$ cat src/sv/tpjp_pkg.sv
package tpjp_pkg;

  localparam int STACK_DEPTH = 32;
  localparam int HANDLE_BITS = 16;
  localparam int PTR_BITS    = $clog2(STACK_DEPTH);
  localparam int CNT_BITS    = $clog2(STACK_DEPTH + 1);
  localparam int CAP_BITS    = 7;
  localparam int PADDR_BITS  = 3;
  localparam int PDATA_BITS  = 32;

  localparam logic [CAP_BITS-1:0] CAP_RESET = CAP_BITS'(4);

  typedef enum logic [0:0] {
    REG_BACKGROUND_CAP = 1'b0
  } reg_e;

  typedef enum logic [1:0] {
    OP_PUSH_FG = 2'd0,
    OP_PUSH_BG = 2'd1,
    OP_REQUEST = 2'd2,
    OP_FINISH  = 2'd3
  } op_e;

  typedef enum logic [1:0] {
    STAT_OK   = 2'd0,
    STAT_NONE = 2'd1,
    STAT_FULL = 2'd2
  } status_e;

  typedef struct packed {
    logic capture;
    logic exec;
    logic finish_read;
  } cmd_t;

  typedef struct packed {
    logic need_read;
  } sts_t;

endpackage

$ cat src/sv/tpjp_ctrl.sv
module tpjp_ctrl (
  input  logic             clk_i,
  input  logic             rst_ni,
  input  logic             in_valid_i,
  output logic             in_ready_o,
  output logic             out_valid_o,
  input  logic             out_ready_i,
  input  tpjp_pkg::sts_t   sts_i,
  output tpjp_pkg::cmd_t   cmd_o
);

  typedef enum logic [2:0] {
    S_IDLE = 3'b001,
    S_EXEC = 3'b010,
    S_READ = 3'b100
  } state_e;

  state_e state_q, state_d;
  logic   out_valid_q, out_valid_d;
  logic   accept;

  assign in_ready_o  = (state_q == S_IDLE) && (!out_valid_q || out_ready_i);
  assign accept      = in_valid_i && in_ready_o;
  assign out_valid_o = out_valid_q;

  always_comb begin
    state_d     = state_q;
    out_valid_d = out_valid_q && !out_ready_i;
    cmd_o       = '0;
    case (state_q)
      S_IDLE: begin
        if (accept) begin
          cmd_o.capture = 1'b1;
          state_d       = S_EXEC;
        end
      end
      S_EXEC: begin
        cmd_o.exec = 1'b1;
        if (sts_i.need_read) begin
          state_d = S_READ;
        end else begin
          out_valid_d = 1'b1;
          state_d     = S_IDLE;
        end
      end
      S_READ: begin
        cmd_o.finish_read = 1'b1;
        out_valid_d       = 1'b1;
        state_d           = S_IDLE;
      end
      default: begin
        state_d = S_IDLE;
      end
    endcase
  end

  always_ff @(posedge clk_i or negedge rst_ni) begin
    if (!rst_ni) begin
      state_q     <= S_IDLE;
      out_valid_q <= 1'b0;
    end else begin
      state_q     <= state_d;
      out_valid_q <= out_valid_d;
    end
  end

`ifndef SYNTHESIS
  a_onehot_state: assert property (@(posedge clk_i) disable iff (!rst_ni)
    $onehot(state_q)) else $error("state register not one-hot");

  a_out_free_in_work: assert property (@(posedge clk_i) disable iff (!rst_ni)
    (state_q != S_IDLE) |-> !out_valid_q) else $error("result pending during work");

  a_read_after_exec: assert property (@(posedge clk_i) disable iff (!rst_ni)
    (state_q == S_READ) |-> $past(state_q == S_EXEC)) else $error("read without request");
`endif

endmodule

$ cat src/sv/tpjp_dp.sv
module tpjp_dp (
  input  logic                                clk_i,
  input  logic                                rst_ni,
  input  tpjp_pkg::cmd_t                      cmd_i,
  output tpjp_pkg::sts_t                      sts_o,
  input  logic [1:0]                          opcode_i,
  input  logic [tpjp_pkg::HANDLE_BITS-1:0]    job_handle_i,
  input  logic                                cap_we_i,
  input  logic [tpjp_pkg::CAP_BITS-1:0]       cap_wdata_i,
  output logic [tpjp_pkg::CAP_BITS-1:0]       cap_o,
  output logic [1:0]                          status_o,
  output logic                                granted_o,
  output logic [tpjp_pkg::HANDLE_BITS-1:0]    job_handle_out_o,
  output logic                                was_background_o
);

  localparam logic [tpjp_pkg::CNT_BITS-1:0] FULL_CNT =
    tpjp_pkg::CNT_BITS'(tpjp_pkg::STACK_DEPTH);

  logic [tpjp_pkg::HANDLE_BITS-1:0] fg_mem [tpjp_pkg::STACK_DEPTH];
  logic [tpjp_pkg::HANDLE_BITS-1:0] bg_mem [tpjp_pkg::STACK_DEPTH];

  tpjp_pkg::op_e                    op_q;
  logic [tpjp_pkg::HANDLE_BITS-1:0] handle_q;
  logic [tpjp_pkg::CNT_BITS-1:0]    fg_cnt_q, fg_cnt_d, bg_cnt_q, bg_cnt_d;
  logic [tpjp_pkg::CAP_BITS-1:0]    running_q, running_d, cap_q;
  logic [tpjp_pkg::HANDLE_BITS-1:0] fg_rd_q, bg_rd_q;
  logic                             src_bg_q;

  logic [1:0]                       status_q, status_d;
  logic                             granted_q, granted_d, wasbg_q, wasbg_d;
  logic [tpjp_pkg::HANDLE_BITS-1:0] hout_q, hout_d;
  logic                             load_res;

  logic                             fg_full, bg_full, bg_ok, fg_ok;
  logic                             fg_push, bg_push, bg_pop, fg_pop;
  logic [tpjp_pkg::CNT_BITS-1:0]    fg_dec, bg_dec;

  assign fg_full = (fg_cnt_q == FULL_CNT);
  assign bg_full = (bg_cnt_q == FULL_CNT);
  assign bg_ok   = (bg_cnt_q != '0) && (running_q < cap_q);
  assign fg_ok   = (fg_cnt_q != '0);
  assign fg_dec  = fg_cnt_q - tpjp_pkg::CNT_BITS'(1);
  assign bg_dec  = bg_cnt_q - tpjp_pkg::CNT_BITS'(1);

  assign fg_push = cmd_i.exec && (op_q == tpjp_pkg::OP_PUSH_FG) && !fg_full;
  assign bg_push = cmd_i.exec && (op_q == tpjp_pkg::OP_PUSH_BG) && !bg_full;
  assign bg_pop  = cmd_i.exec && (op_q == tpjp_pkg::OP_REQUEST) && bg_ok;
  assign fg_pop  = cmd_i.exec && (op_q == tpjp_pkg::OP_REQUEST) && !bg_ok && fg_ok;

  assign sts_o.need_read = (op_q == tpjp_pkg::OP_REQUEST) && (bg_ok || fg_ok);

  always_comb begin
    fg_cnt_d  = fg_cnt_q;
    bg_cnt_d  = bg_cnt_q;
    running_d = running_q;
    status_d  = tpjp_pkg::STAT_OK;
    granted_d = 1'b0;
    wasbg_d   = 1'b0;
    hout_d    = '0;
    load_res  = 1'b0;
    if (cmd_i.exec) begin
      load_res = !sts_o.need_read;
      case (op_q)
        tpjp_pkg::OP_PUSH_FG: begin
          if (fg_full) begin
            status_d = tpjp_pkg::STAT_FULL;
          end else begin
            fg_cnt_d = fg_cnt_q + tpjp_pkg::CNT_BITS'(1);
          end
        end
        tpjp_pkg::OP_PUSH_BG: begin
          if (bg_full) begin
            status_d = tpjp_pkg::STAT_FULL;
          end else begin
            bg_cnt_d = bg_cnt_q + tpjp_pkg::CNT_BITS'(1);
          end
        end
        tpjp_pkg::OP_REQUEST: begin
          if (bg_ok) begin
            bg_cnt_d  = bg_dec;
            running_d = running_q + tpjp_pkg::CAP_BITS'(1);
          end else if (fg_ok) begin
            fg_cnt_d = fg_dec;
          end else begin
            status_d = tpjp_pkg::STAT_NONE;
          end
        end
        tpjp_pkg::OP_FINISH: begin
          if (running_q != '0) begin
            running_d = running_q - tpjp_pkg::CAP_BITS'(1);
          end
        end
        default: begin
          status_d = tpjp_pkg::STAT_OK;
        end
      endcase
    end else if (cmd_i.finish_read) begin
      load_res  = 1'b1;
      granted_d = 1'b1;
      wasbg_d   = src_bg_q;
      hout_d    = src_bg_q ? bg_rd_q : fg_rd_q;
    end
  end

  always_ff @(posedge clk_i or negedge rst_ni) begin
    if (!rst_ni) begin
      fg_cnt_q  <= '0;
      bg_cnt_q  <= '0;
      running_q <= '0;
      cap_q     <= tpjp_pkg::CAP_RESET;
    end else begin
      fg_cnt_q  <= fg_cnt_d;
      bg_cnt_q  <= bg_cnt_d;
      running_q <= running_d;
      if (cap_we_i) begin
        cap_q <= cap_wdata_i;
      end
    end
  end

  always_ff @(posedge clk_i) begin
    if (cmd_i.capture) begin
      op_q     <= tpjp_pkg::op_e'(opcode_i);
      handle_q <= job_handle_i;
    end
    if (fg_push) begin
      fg_mem[fg_cnt_q[tpjp_pkg::PTR_BITS-1:0]] <= handle_q;
    end
    if (bg_push) begin
      bg_mem[bg_cnt_q[tpjp_pkg::PTR_BITS-1:0]] <= handle_q;
    end
    if (fg_pop) begin
      fg_rd_q <= fg_mem[fg_dec[tpjp_pkg::PTR_BITS-1:0]];
    end
    if (bg_pop) begin
      bg_rd_q <= bg_mem[bg_dec[tpjp_pkg::PTR_BITS-1:0]];
    end
    if (cmd_i.exec) begin
      src_bg_q <= bg_ok;
    end
    if (load_res) begin
      status_q  <= status_d;
      granted_q <= granted_d;
      wasbg_q   <= wasbg_d;
      hout_q    <= hout_d;
    end
  end

  assign cap_o            = cap_q;
  assign status_o         = status_q;
  assign granted_o        = granted_q;
  assign job_handle_out_o = hout_q;
  assign was_background_o = wasbg_q;

`ifndef SYNTHESIS
  a_cnt_bound: assert property (@(posedge clk_i) disable iff (!rst_ni)
    (fg_cnt_q <= FULL_CNT) && (bg_cnt_q <= FULL_CNT)) else $error("stack count overflow");

  a_state_idle: assert property (@(posedge clk_i) disable iff (!rst_ni)
    !cmd_i.exec |=> $stable(fg_cnt_q) && $stable(bg_cnt_q) && $stable(running_q))
    else $error("state changed outside execution");

  a_bg_grant_cap: assert property (@(posedge clk_i) disable iff (!rst_ni)
    bg_pop |-> (running_q < cap_q) && (bg_cnt_q != '0)) else $error("background over cap");
`endif

endmodule

$ cat src/sv/two_pool_job_picker_with_background_cap.sv
// Job picker with a foreground and a background LIFO stack of job handles.
// Input channel (in_valid_i/in_ready_o) carries opcode_i and job_handle_i:
// push foreground, push background, request a job, or background finished.
// Output channel (out_valid_o/out_ready_i) returns one result per transaction:
// status_o, granted_o, job_handle_out_o and was_background_o.
// A request pops the background stack when it is non-empty and fewer than
// background_cap background jobs run; else it pops the foreground stack, if non-empty.
// background_cap sits at APB address 0; the user must write it only while
// idle, and the block itself does not enforce this. The result is registered
// after the execute state, or after the read-back state for a request that
// hands out a job, because the stack memory read is registered. A new
// transaction is accepted only in the idle state, after those states.
// A new transaction is accepted while the previous result is taken in the
// same cycle; while the receiver stalls the result holds and input stalls.
// Reset empties both stacks, clears the running count and sets the cap to 4.
module two_pool_job_picker_with_background_cap (
  input  logic                                   clk_i,
  input  logic                                   rst_ni,
  input  logic                                   in_valid_i,
  output logic                                   in_ready_o,
  input  logic [1:0]                             opcode_i,
  input  logic [tpjp_pkg::HANDLE_BITS-1:0]       job_handle_i,
  output logic                                   out_valid_o,
  input  logic                                   out_ready_i,
  output logic [1:0]                             status_o,
  output logic                                   granted_o,
  output logic [tpjp_pkg::HANDLE_BITS-1:0]       job_handle_out_o,
  output logic                                   was_background_o,
  input  logic                                   psel,
  input  logic                                   penable,
  input  logic                                   pwrite,
  input  logic [tpjp_pkg::PADDR_BITS-1:0]        paddr,
  input  logic [tpjp_pkg::PDATA_BITS-1:0]        pwdata,
  output logic [tpjp_pkg::PDATA_BITS-1:0]        prdata,
  output logic                                   pready
);

  tpjp_pkg::cmd_t                cmd;
  tpjp_pkg::sts_t                sts;
  logic                          reg_sel;
  logic                          cap_we;
  logic [tpjp_pkg::CAP_BITS-1:0] cap;

  assign pready  = 1'b1;
  assign reg_sel = (paddr[tpjp_pkg::PADDR_BITS-1:2] == tpjp_pkg::REG_BACKGROUND_CAP);
  assign cap_we  = psel && penable && pwrite && reg_sel;
  assign prdata  = reg_sel ? tpjp_pkg::PDATA_BITS'(cap) : '0;

  tpjp_ctrl u_ctrl (
    .clk_i       (clk_i),
    .rst_ni      (rst_ni),
    .in_valid_i  (in_valid_i),
    .in_ready_o  (in_ready_o),
    .out_valid_o (out_valid_o),
    .out_ready_i (out_ready_i),
    .sts_i       (sts),
    .cmd_o       (cmd)
  );

  tpjp_dp u_dp (
    .clk_i            (clk_i),
    .rst_ni           (rst_ni),
    .cmd_i            (cmd),
    .sts_o            (sts),
    .opcode_i         (opcode_i),
    .job_handle_i     (job_handle_i),
    .cap_we_i         (cap_we),
    .cap_wdata_i      (pwdata[tpjp_pkg::CAP_BITS-1:0]),
    .cap_o            (cap),
    .status_o         (status_o),
    .granted_o        (granted_o),
    .job_handle_out_o (job_handle_out_o),
    .was_background_o (was_background_o)
  );

endmodule

$ cat config.mk
export PLATFORM = sky130hd
export DESIGN_NAME = two_pool_job_picker_with_background_cap
export DESIGN_NICKNAME = d
export VERILOG_FILES = /design/src/sv/tpjp_pkg.sv /design/src/sv/tpjp_ctrl.sv /design/src/sv/tpjp_dp.sv /design/src/sv/two_pool_job_picker_with_background_cap.sv
export SDC_FILE = /design/constraint.sdc
export NUM_CORES = 1
export LEC_CHECK = 0
export ABC_AREA = 1
export BUFFER_PORTS_ARGS = -buffer_cell sky130_fd_sc_hd__buf_4
export CORE_UTILIZATION = 50
export CTS_CLUSTER_DIAMETER = 40
export DETAILED_ROUTE_END_ITERATION = 16
export PLACE_DENSITY = 0.69
export SETUP_SLACK_MARGIN = 0.15
export SYNTH_ARGS = -nofsm -noshare
export SYNTH_HDL_FRONTEND = slang
export SYNTH_SLANG_ARGS = --single-unit
export TNS_END_PERCENT = 50
$ cat constraint.sdc
create_clock -name clk_i -period 3.2 [get_ports clk_i]
set_clock_uncertainty 0.1 [all_clocks]
set_input_delay 0.64 -clock clk_i [delete_from_list [all_inputs] [get_ports clk_i]]
set_output_delay 0.64 -clock clk_i [all_outputs]
set_load 0.05 [all_outputs]
Word level (Yosys, flattened, before mapping)

Memory sizes are Yosys's and may differ from the RTL's. A register that Yosys moved wholly into a read port is not among the register bits.
Cells that the tools add are included.
W data, S select, Z words.

$add $sub $neg: 6
Magnitude comparators: 1
Equality and inequality tests: 15
Multiplexer cells: 32
Bitwise operators: 2
Reduce and logical (&&, ||, !) cells: 35

Operators with widths:

| operator              | count |
|---|---|
| $mux W6               | 5 |
| $pmux W6 S2           | 2 |
| $mux W7               | 3 |
| $logic_and A1 B1 Y1   | 16 |
| $mux W16              | 1 |
| $pmux W7 S2           | 1 |
| $add A6 B1 Y6 const B | 2 |
| $eq A6 B6 Y1 const B  | 2 |
| $mux W1               | 12 |
| $reduce_bool A6 Y1    | 2 |
| $sub A6 B1 Y6 const B | 2 |
| $ne A2 B1 Y1 const B  | 4 |
| $reduce_and A4 Y1     | 2 |
| $add A7 B1 Y7 const B | 1 |
| $lt A7 B7 Y1          | 1 |
| $reduce_bool A7 Y1    | 1 |
| $sub A7 B1 Y7 const B | 1 |
| $logic_not A1 Y1      | 6 |
| $mux W2               | 3 |
| $mux W3               | 2 |
| $ne A2 B2 Y1 const B  | 3 |
| $pmux W2 S3           | 1 |
| $pmux W3 S2           | 1 |
| $reduce_bool A2 Y1    | 3 |
| other kinds (11)      | 14 |

Register bits: 69
Memory bits (writable): 1,024
Output and inout bits: 55
Memories: 2

Memories:

| name        | words | bits a word | read ports | clocked after memory_dff | write ports | RTL line      | text |
|---|---|---|---|---|---|---|---|
| u_dp.bg_mem | 32    | 16          | 1          | 1                        | 1           | tpjp_dp.sv:21 | `logic [tpjp_pkg::HANDLE_BITS-1:0] bg_mem [tpjp_pkg::STACK_DEPTH];` |
| u_dp.fg_mem | 32    | 16          | 1          | 1                        | 1           | tpjp_dp.sv:20 | `logic [tpjp_pkg::HANDLE_BITS-1:0] fg_mem [tpjp_pkg::STACK_DEPTH];` |

Logic depth before layout (Yosys ltp)

Gate-level depths: netlist of the first run.

Depth in word-level cells: 6
Depth in mapped cells: 16
Mapped depth without buffers: 12

Cells and area by module

Synthesis of the first run repeated with hierarchy kept, for this count alone.

Cell total of the unflattened synthesis: 3,972
Area total of the unflattened synthesis: 46,288.1 sq um

By module, submodules not included:

| module                                  | instances | cells each | area each (sq um) | seq. area each (sq um) |
|---|---|---|---|---|
| tpjp_dp                                 | 1         | 3,897      | 45,770.1          | 33,533.4 |
| two_pool_job_picker_with_background_cap | 1         | 47         | 286.5             | 0.0 |
| tpjp_ctrl                               | 1         | 28         | 231.5             | 101.3 |

Worst setup path after synthesis of the first run

No wires, ideal clock.

Kind: flip-flop to flip-flop
Start: register u_dp.bg_cnt_q[0] (netlist name)
End: memory u_dp.bg_mem[0][0] (netlist name), enable pin
Setup time: 0.430 ns
Data arrival time: 2.948 ns
Slack: -0.278 ns
Cell stages (with the launch flop): 9
Buffers on the path: 4
Clock period less this slack: 3.478 ns
Cells stage by stage: dfrtp_1 buf_4 inv_2 buf_6 buf_4 buf_2 ha_1 nand3_1 nor4_1

Cells in the longest elaborated chain, start to end: 5

Ends and longest elaborated chain:

| element                       | RTL line       | text |
|---|---|---|
| from (decl)                   | tpjp_dp.sv:25  | `logic [tpjp_pkg::CNT_BITS-1:0] fg_cnt_q, fg_cnt_d, bg_cnt_q, bg_cnt_d;` |
| from (signal assigned)        | tpjp_dp.sv:114 | `bg_cnt_q <= bg_cnt_d;` |
| $eq A6 B6 Y1                  | tpjp_dp.sv:40  | `assign bg_full = (bg_cnt_q == FULL_CNT);` |
| $logic_not A1 Y1              | tpjp_dp.sv:47  | `assign bg_push = cmd_i.exec && (op_q == tpjp_pkg::OP_PUSH_BG) && !bg_full;` |
| $logic_and A1 B1 Y1           | tpjp_dp.sv:47  |  |
| $mux W1                       | tpjp_dp.sv:130 | `if (bg_push) begin` |
| $mux W1 (implied by the code) | tpjp_dp.sv:131 | `bg_mem[bg_cnt_q[tpjp_pkg::PTR_BITS-1:0]] <= handle_q;` |
| to (decl)                     | tpjp_dp.sv:21  |  |

Several ways; a longest one is shown, not always the timed one.

Final worst setup path of the first run

Start: register u_dp.bg_cnt_q[0] (netlist name)
End: register u_dp.bg_rd_q[4] (netlist name), read port of u_dp.bg_mem, data pin

Cells in the longest elaborated chain, start to end: 3
Elaborated cells between the ends (all ways): 4
Classes of those cells: add/sub: 1; reduce/logical: 3

Ends and longest elaborated chain:

| element                                                               | RTL line      | text |
|---|---|---|
| parallel branches: the longest is 3 deep, another holds $sub A6 B1 Y6 | --            |  |
| to (decl)                                                             | tpjp_dp.sv:27 | `logic [tpjp_pkg::HANDLE_BITS-1:0] fg_rd_q, bg_rd_q;` |

Several ways; the timed one is not identified.
A chain may end at the register's enable or synchronous reset.

==> impl_metrics.json, run 1 <==
{
  "status": "finished, final reports clean",
  "met1_usage_pct": 36.88,
  "wl_per_cell_um": 21.84,
  "initial_core_util_pct": 50.49,
  "ys_seq_area_share_pct": 72.68,
  "diodes": 0,
  "synth.avg_cell_area_um2": 11.51,
  "drc_errors": 0,
  "area_growth_pct": 15.05,
  "seq_power_share_pct": 32.1,
  "cts_root_buffer": "clkbuf_16",
  "slew_headroom_pct": 35.14,
  "cts.sinks": 1125,
  "path_cells": "inv_6 > buf_4 > nand3_4 > xor2_2 > buf_4 > nand3_1 > nand2_1 > nand2_1 > nand2_1",
  "finalWirelength_mm": 119.0,
  "drt-initial-drc-count": 4104,
  "startpoint_type": "flip-flop",
  "syn_area_um2": 46280,
  "n_fill_cell": 7152,
  "tightest_slew_ps": 972.9,
  "via_per_inst": 5.686,
  "arrival_ps": 3370,
  "slew_violations": 0,
  "timing.final.hold_violations": 0,
  "async_reset_ff_share_pct": 2.667,
  "drive_above_1_share_pct": 10.98,
  "power_w": 0.05520,
  "setup_tns_ps": 0,
  "synth.distinct_cells": 37,
  "power.internal_w": 0.03302,
  "synth_xor_area_share_pct": 0.2568,
  "p_clk_share_pct": 28.1,
  "gp_congestion": 0.9157,
  "ant_nets": 0,
  "finalSetupViolations": 0,
  "core_area_um2": 91660,
  "p_comb_share_pct": 39.9,
  "synth-seq-cells": 1125,
  "synth_top_family_by_area": "simple AND/OR/NAND/NOR gates",
  "mostFrequentLayoutCells": "edfxtp_1 (1095), nor2_1 (912), nand2_1 (703)",
  "finalNetCount": 4235,
  "synth_compound_area_share_pct": 4.961,
  "postPlaceCellArea_um2": 48440,
  "grt_pass1_vias": 28890,
  "ys_warn_count": 0,
  "die_h_um": 306.2,
  "busiest_layer": "met2",
  "clk_pin_slew_ps": 60,
  "track_usage_pct": 25.25,
  "grt_use_met3_pct": 5.378,
  "dp_hpwl_mm": 64.56,
  "worstPathMaxFanout": 76,
  "layout.cells.non_filler": 5449,
  "vias": 30980,
  "sw_frac_of_total_pct": 40.18,
  "min_path_type": "in2reg",
  "muxShareOfSynthArea_pct": 0,
  "max_freq_ghz": 0.3463,
  "grt_pass1_wl_mm": 176.7,
  "peakVddDrop_mv": 1.244,
  "clkLatencyLatePin_ps": 730,
  "gr-usage-met2_pct": 37.52,
  "cts_tree": "built",
  "p_leak_nw": 19.32,
  "synth-edff-count": 1095,
  "dr.pass1.iters": 6,
  "finalInstanceArea_um2": 53250,
  "io_buffers": 61,
  "critPathKind": "reg2reg",
  "worst_path_max_delay_cell": "buf_4",
  "period_share_pct": 90.23,
  "synth_top_flop_cell": "edfxtp_1",
  "period_needed_ps": 2887,
  "dieArea_um2": 93780,
  "ios": 115,
  "synthAdderAreaFrac_pct": 0.5840,
  "clk_path_buf_depth": 3,
  "cp_common_cell": "nand2_1",
  "end_kind": "flip-flop",
  "htreeDepth": 4,
  "rows": 111,
  "power_density_nw_per_um2": 1037,
  "die_w_um": 306.2,
  "rsz0062_at_grt": "false",
  "dp_cells": 5180,
  "final_common_cell": "edfxtp_1",
  "syn_inst": 4021,
  "drv_cap": 0,
  "cts_made_buffers": 135,
  "required_ps": 3680,
  "antenna_found_initial": 0,
  "critical-path-max-stage-delay_ps": 590,
  "gr-total-overflow": 0,
  "synthSimpleGateAreaFrac_pct": 18.32,
  "grt_start_max_net_pins": 208,
  "p_switching_w": 0.02218
}
## Yosys cell counts, types with 8 or more instances
| cell | count | area share, % |
|---|---|---|
| ha_1 | 20 | 0.54 |
| dfrtp_1 | 28 | 1.5 |
| o21ai_0 | 425 | 4.6 |
| edfxtp_1 | 1095 | 71 |
| nor2_1 | 925 | 7.5 |
| inv_1 | 51 | 0.41 |
| a21oi_1 | 27 | 0.29 |
| nand3_1 | 427 | 4.6 |
| inv_2 | 8 | 0.065 |
| buf_4 | 41 | 0.67 |
| nand4_1 | 14 | 0.19 |
| clkbuf_1 | 101 | 0.82 |
| nand2_1 | 704 | 5.7 |
| buf_1 | 16 | 0.13 |
| buf_2 | 95 | 1.0 |
## cell type report
class | instances | area (um^2) | area share (%)
repair buffers | 227 | 1939 | 3.642
flip-flops and latches | 1125 | 33640 | 63.18
clock buffers | 157 | 3577 | 6.718
well taps | 1186 | 1484 | 2.787
clock inverters | 89 | 997.2 | 1.873
inverters | 61 | 239.0 | 0.4488
multi-input cells | 2604 | 11370 | 21.35
## through the flow
| step | util [%] | hold WS [ps] | worst slack (ps) |
|---|---|---|---|
| 6_report | 58.09 | 61.43 | 312.6 |
| 5_1_grt | 58.09 | 52.82 | 163.3 |
| 4_1_cts | 58.04 | 21.80 | 274.7 |
| 3_5_place_dp | 52.85 | 446.5 | 306.7 |
| 3_3_place_gp | 52.85 | 438.4 | 303.1 |
| 2_1_floorplan | - | 244.4 | -105.5 |
## cell families (layout without fill, tap and decap cells)
group           Yosys count  in the layout
simple gates           2090           2090
flops                  1125           1125
compound gates          456            456
buf+inv                 316            534
fa+ha+maj                21             21
xor+xnor                 11             11
other cells               2             26
## worst paths after layout
check | endpoint | from | cells past startpoint | slack [ps]
setup reg to reg | u_dp.bg_rd_q[4] | u_dp.bg_cnt_q[0] | 9 | 310
setup / recovery | u_dp.bg_rd_q[4] | u_dp.bg_cnt_q[0] | 9 | 310
max in group asynchronous | u_dp.bg_cnt_q[0] | rst_ni | 2 | 2370
min in group asynchronous | u_dp.cap_o[5] | rst_ni | 2 | 280
hold / removal | u_dp.cap_o[3] | pwdata[3] | 3 | 60
hold reg to reg | u_dp.cap_o[2] | u_dp.cap_o[2] | 2 | 460
## worst max-delay path, delay by kind of cell (launching register included)
family	cells	cell delay [ps]
buffers and inverters	3	1070
XOR/XNOR	1	180
flip-flops	1	520
AND/OR/NAND/NOR	5	810
## layer usage
metal	part of all wire, %	vias up	wire length, um
met2	45	1569	53630
met3	10	188	11890
met5	0	-	0
met4	3.0	0	3532
met1	42	15030	49970
li1	-	14200	-
## sequential cells by signal (all words and copies together) (netlist names)
signal	count
u_dp.status_o	2
u_dp.running_q	7
u_dp.fg_mem	512
u_dp.handle_q	16
u_dp.bg_cnt_q	6
u_dp.cap_o	7
u_dp.bg_rd_q	16
u_dp.was_background_o	1
u_dp.fg_cnt_q	6
u_dp.src_bg_q	1
u_dp.bg_mem	512
u_dp.fg_rd_q	16
u_dp.job_handle_out_o	16
u_dp.op_q	2
u_dp.granted_o	1
u_ctrl.out_valid_o	1
u_ctrl.state_q	3
## power by group through the flow
| stage | sequential (W) | clock, W | combinational, W |
|---|---|---|---|
| finish | 0.0177 | 0.0155 | 0.0220 |
| global route | 0.0177 | 0.0162 | 0.0240 |
| CTS | 0.0177 | 0.0156 | 0.0216 |
| detailed placement | 0.0180 | 0 | 0.0214 |
| global placement | 0.0180 | 0 | 0.0211 |
| floorplan | 0.0183 | 0 | 0.0135 |
## timing repair
action                                  in CTS  in global routing
setup buffers                                0                  4
gates resized for setup                      0                  0
endpoints found under the setup margin       0                  5
endpoints found under the hold margin       46                  0
hold buffers                                19                  0
(Power assumes the default switching activity.)
==> run 2, diff against run 1 <==
- PLACE_DENSITY: 0.69 -> default
- PLACE_DENSITY_LB_ADDON: default -> 0.12
==> run 2 against run 1 <==
Compared with the run above: routed wire length shrank 0.23%; worst setup slack gained 22 ps; count of clock-buffer cells in the layout grew 7; clock power grew 3%; register-to-register slack gained 20 ps; largest cell class unchanged; largest power group unchanged.
==> impl_metrics.json, run 2 (synthesized netlist as in run 1, its figures left out) <==
{
  "status": "finished, final reports clean",
  "slew_violations": 0,
  "core_area_um2": 91660,
  "cts_setup_buffers": 0,
  "drt-initial-drc-count": 3388,
  "period_share_pct": 89.56,
  "power_w": 0.05589,
  "required_ps": 3510,
  "slew_headroom_pct": 24.24,
  "crit-reg2reg-launch": "u_ctrl.state_q[2]",
  "mostFrequentLayoutCells": "edfxtp_1 (1095), nor2_1 (912), nand2_1 (703)",
  "cts.sinks": 1125,
  "track_usage_pct": 25.46,
  "via_per_inst": 5.533,
  "hold_path.startpoint": "pwdata[4]",
  "peakVddDrop_mv": 1.018,
  "timing.final.hold_violations": 0,
  "startpoint_type": "flip-flop",
  "grt_start_max_net_pins": 198,
  "hold_ws_ps": 65.04,
  "io_buffers": 61,
  "drv_cap": 0,
  "vias": 30190,
  "dp_hpwl_mm": 65.25,
  "area_growth_pct": 15.56,
  "finalNetCount": 4232,
  "ant_nets": 0,
  "hold_end": "u_dp.cap_o[4]",
  "arrival_ps": 3180,
  "top_layer": "met4",
  "antenna_found_initial": 1,
  "htreeDepth": 4,
  "met1_length_mm": 53.38,
  "finalSetupViolations": 0,
  "cts_made_buffers": 145,
  "finalWirelength_mm": 118.7,
  "gr-total-overflow": 0,
  "die_w_um": 306.2,
  "rows": 111,
  "r2r_slack_ps": 330,
  "crit_family": "simple AND/OR/NAND/NOR gates",
  "clk_pin_slew_ps": 50,
  "clkLatencyLatePin_ps": 730,
  "rr_endpoint": "u_dp.fg_mem[9][10]",
  "critPathKind": "reg2reg",
  "end_kind": "flip-flop",
  "grt_pass1_vias": 28130,
  "wl_per_cell_um": 21.76,
  "dieArea_um2": 93780,
  "critical-path-max-stage-delay_ps": 380,
  "cts_tree": "built",
  "dp_cells": 5171,
  "drc_errors": 0,
  "die_h_um": 306.2,
  "dr.pass1.iters": 5,
  "holdPathStages": 3,
  "worst_path_max_delay_cell": "dfrtp_1",
  "initial_core_util_pct": 50.49,
  "period_needed_ps": 2866,
  "met2WireLength_mm": 51.32,
  "gp_congestion": 0.8535,
  "layout.cells.non_filler": 5457,
  "path_cells": "inv_1 > nand3_1 > inv_1 > nand3_1 > inv_1 > nand2_1 > nor2_1 > buf_4",
  "reg2regPathDepth": 8,
  "cts_root_buffer": "clkbuf_16",
  "routed-wl-met3_mm": 11.34,
  "n_fill_cell": 7284,
  "cp_common_cell": "inv_1",
  "crit_buf_inv": 4,
  "max_freq_ghz": 0.3489,
  "p_leak_nw": 19.40,
  "setup_tns_ps": 0,
  "min_path_type": "in2reg",
  "final_common_cell": "edfxtp_1",
  "ios": 115,
  "rsz0062_at_grt": "false",
  "worstPathMaxFanout": 16,
  "power_density_nw_per_um2": 1045,
  "tightest_slew_ps": 1136,
  "grt_pass1_wl_mm": 177.0,
  "diodes": 0,
  "clk_path_buf_depth": 3,
  "drive_above_1_share_pct": 11.10
}
-- run 2: cell types whose count changed in the layout (fill, tap and decap cells not counted), moves of 4 or more --
cell       delta
clkinv_2      +4
clkbuf_16    +10
clkinv_4      +6
clkinv_1      +4
buf_12        +5
bufinv_16     -4
buf_4        -18
-- run 2: final cells by class --
cell class | count | area, um^2 | area share, %
clock buffers | 164 | 3806 | 7.117
flip-flops and latches | 1125 | 33640 | 62.90
clock inverters | 103 | 1037 | 1.939
well taps | 1186 | 1484 | 2.775
repair buffers | 214 | 1904 | 3.561
multi-input cells | 2604 | 11370 | 21.26
inverters | 61 | 239.0 | 0.4468
-- run 2: how the worst max path moves through the flow --
stage | start | to | slack, ps | cells past startpoint
floorplan | u_dp.fg_cnt_q[0] | u_dp.fg_mem[31][0] | -110 | 11
global placement | u_dp.fg_cnt_q[0] | u_dp.fg_mem[6][13] | 410 | 6
detailed placement | u_dp.fg_cnt_q[1] | u_dp.fg_mem[5][14] | 350 | 10
CTS | u_dp.fg_cnt_q[1] | u_dp.fg_mem[5][7] | 350 | 10
global route | u_dp.fg_cnt_q[1] | u_dp.fg_mem[6][10] | 170 | 10
finish | u_ctrl.state_q[2] | u_dp.fg_mem[9][10] | 330 | 8
-- run 2: metal layers --
layer  global-route usage (%)  vias to the layer above
li1                         -                    14220
met1                    38.73                    14620
met2                    36.54                     1200
met3                    5.841                      159
met4                    7.314                        0
met5                        0                        -
-- run 2: stage by stage --
| stage | setup slack (ps) | instance area (um^2) | util [%] |
|---|---|---|---|
| detailed placement | 349.5 | 48450 | 52.85 |
| floorplan | -105.5 | 46410 | - |
| CTS | 353.1 | 53480 | 58.35 |
| global placement | 415.0 | 48450 | 52.85 |
| global route | 167.6 | 53480 | 58.35 |
| finish | 334.1 | 53480 | 58.35 |
-- run 2: worst min-delay path: cells and delay by family --
kind	cells	cell delay, ps
AO/OA/AOI/OAI	1	100
buffers and inverters	1	80
AND/OR/NAND/NOR	1	30
-- run 2: where the power goes --
part,switching [W],total [W],internal (W),leakage (nW)
Clock,0.00630,0.0160,0.00972,2.33
Combinational,0.0160,0.0220,0.00607,6.84
Sequential,0.000433,0.0178,0.0174,10.2
Total,0.0227,0.0559,0.0332,19.4
-- run 2: timing repair --
action / 4_1_cts / 5_1_grt
endpoints found under the hold margin: 46 / 0
resized for setup: 0 / 0
hold buffers: 19 / 0
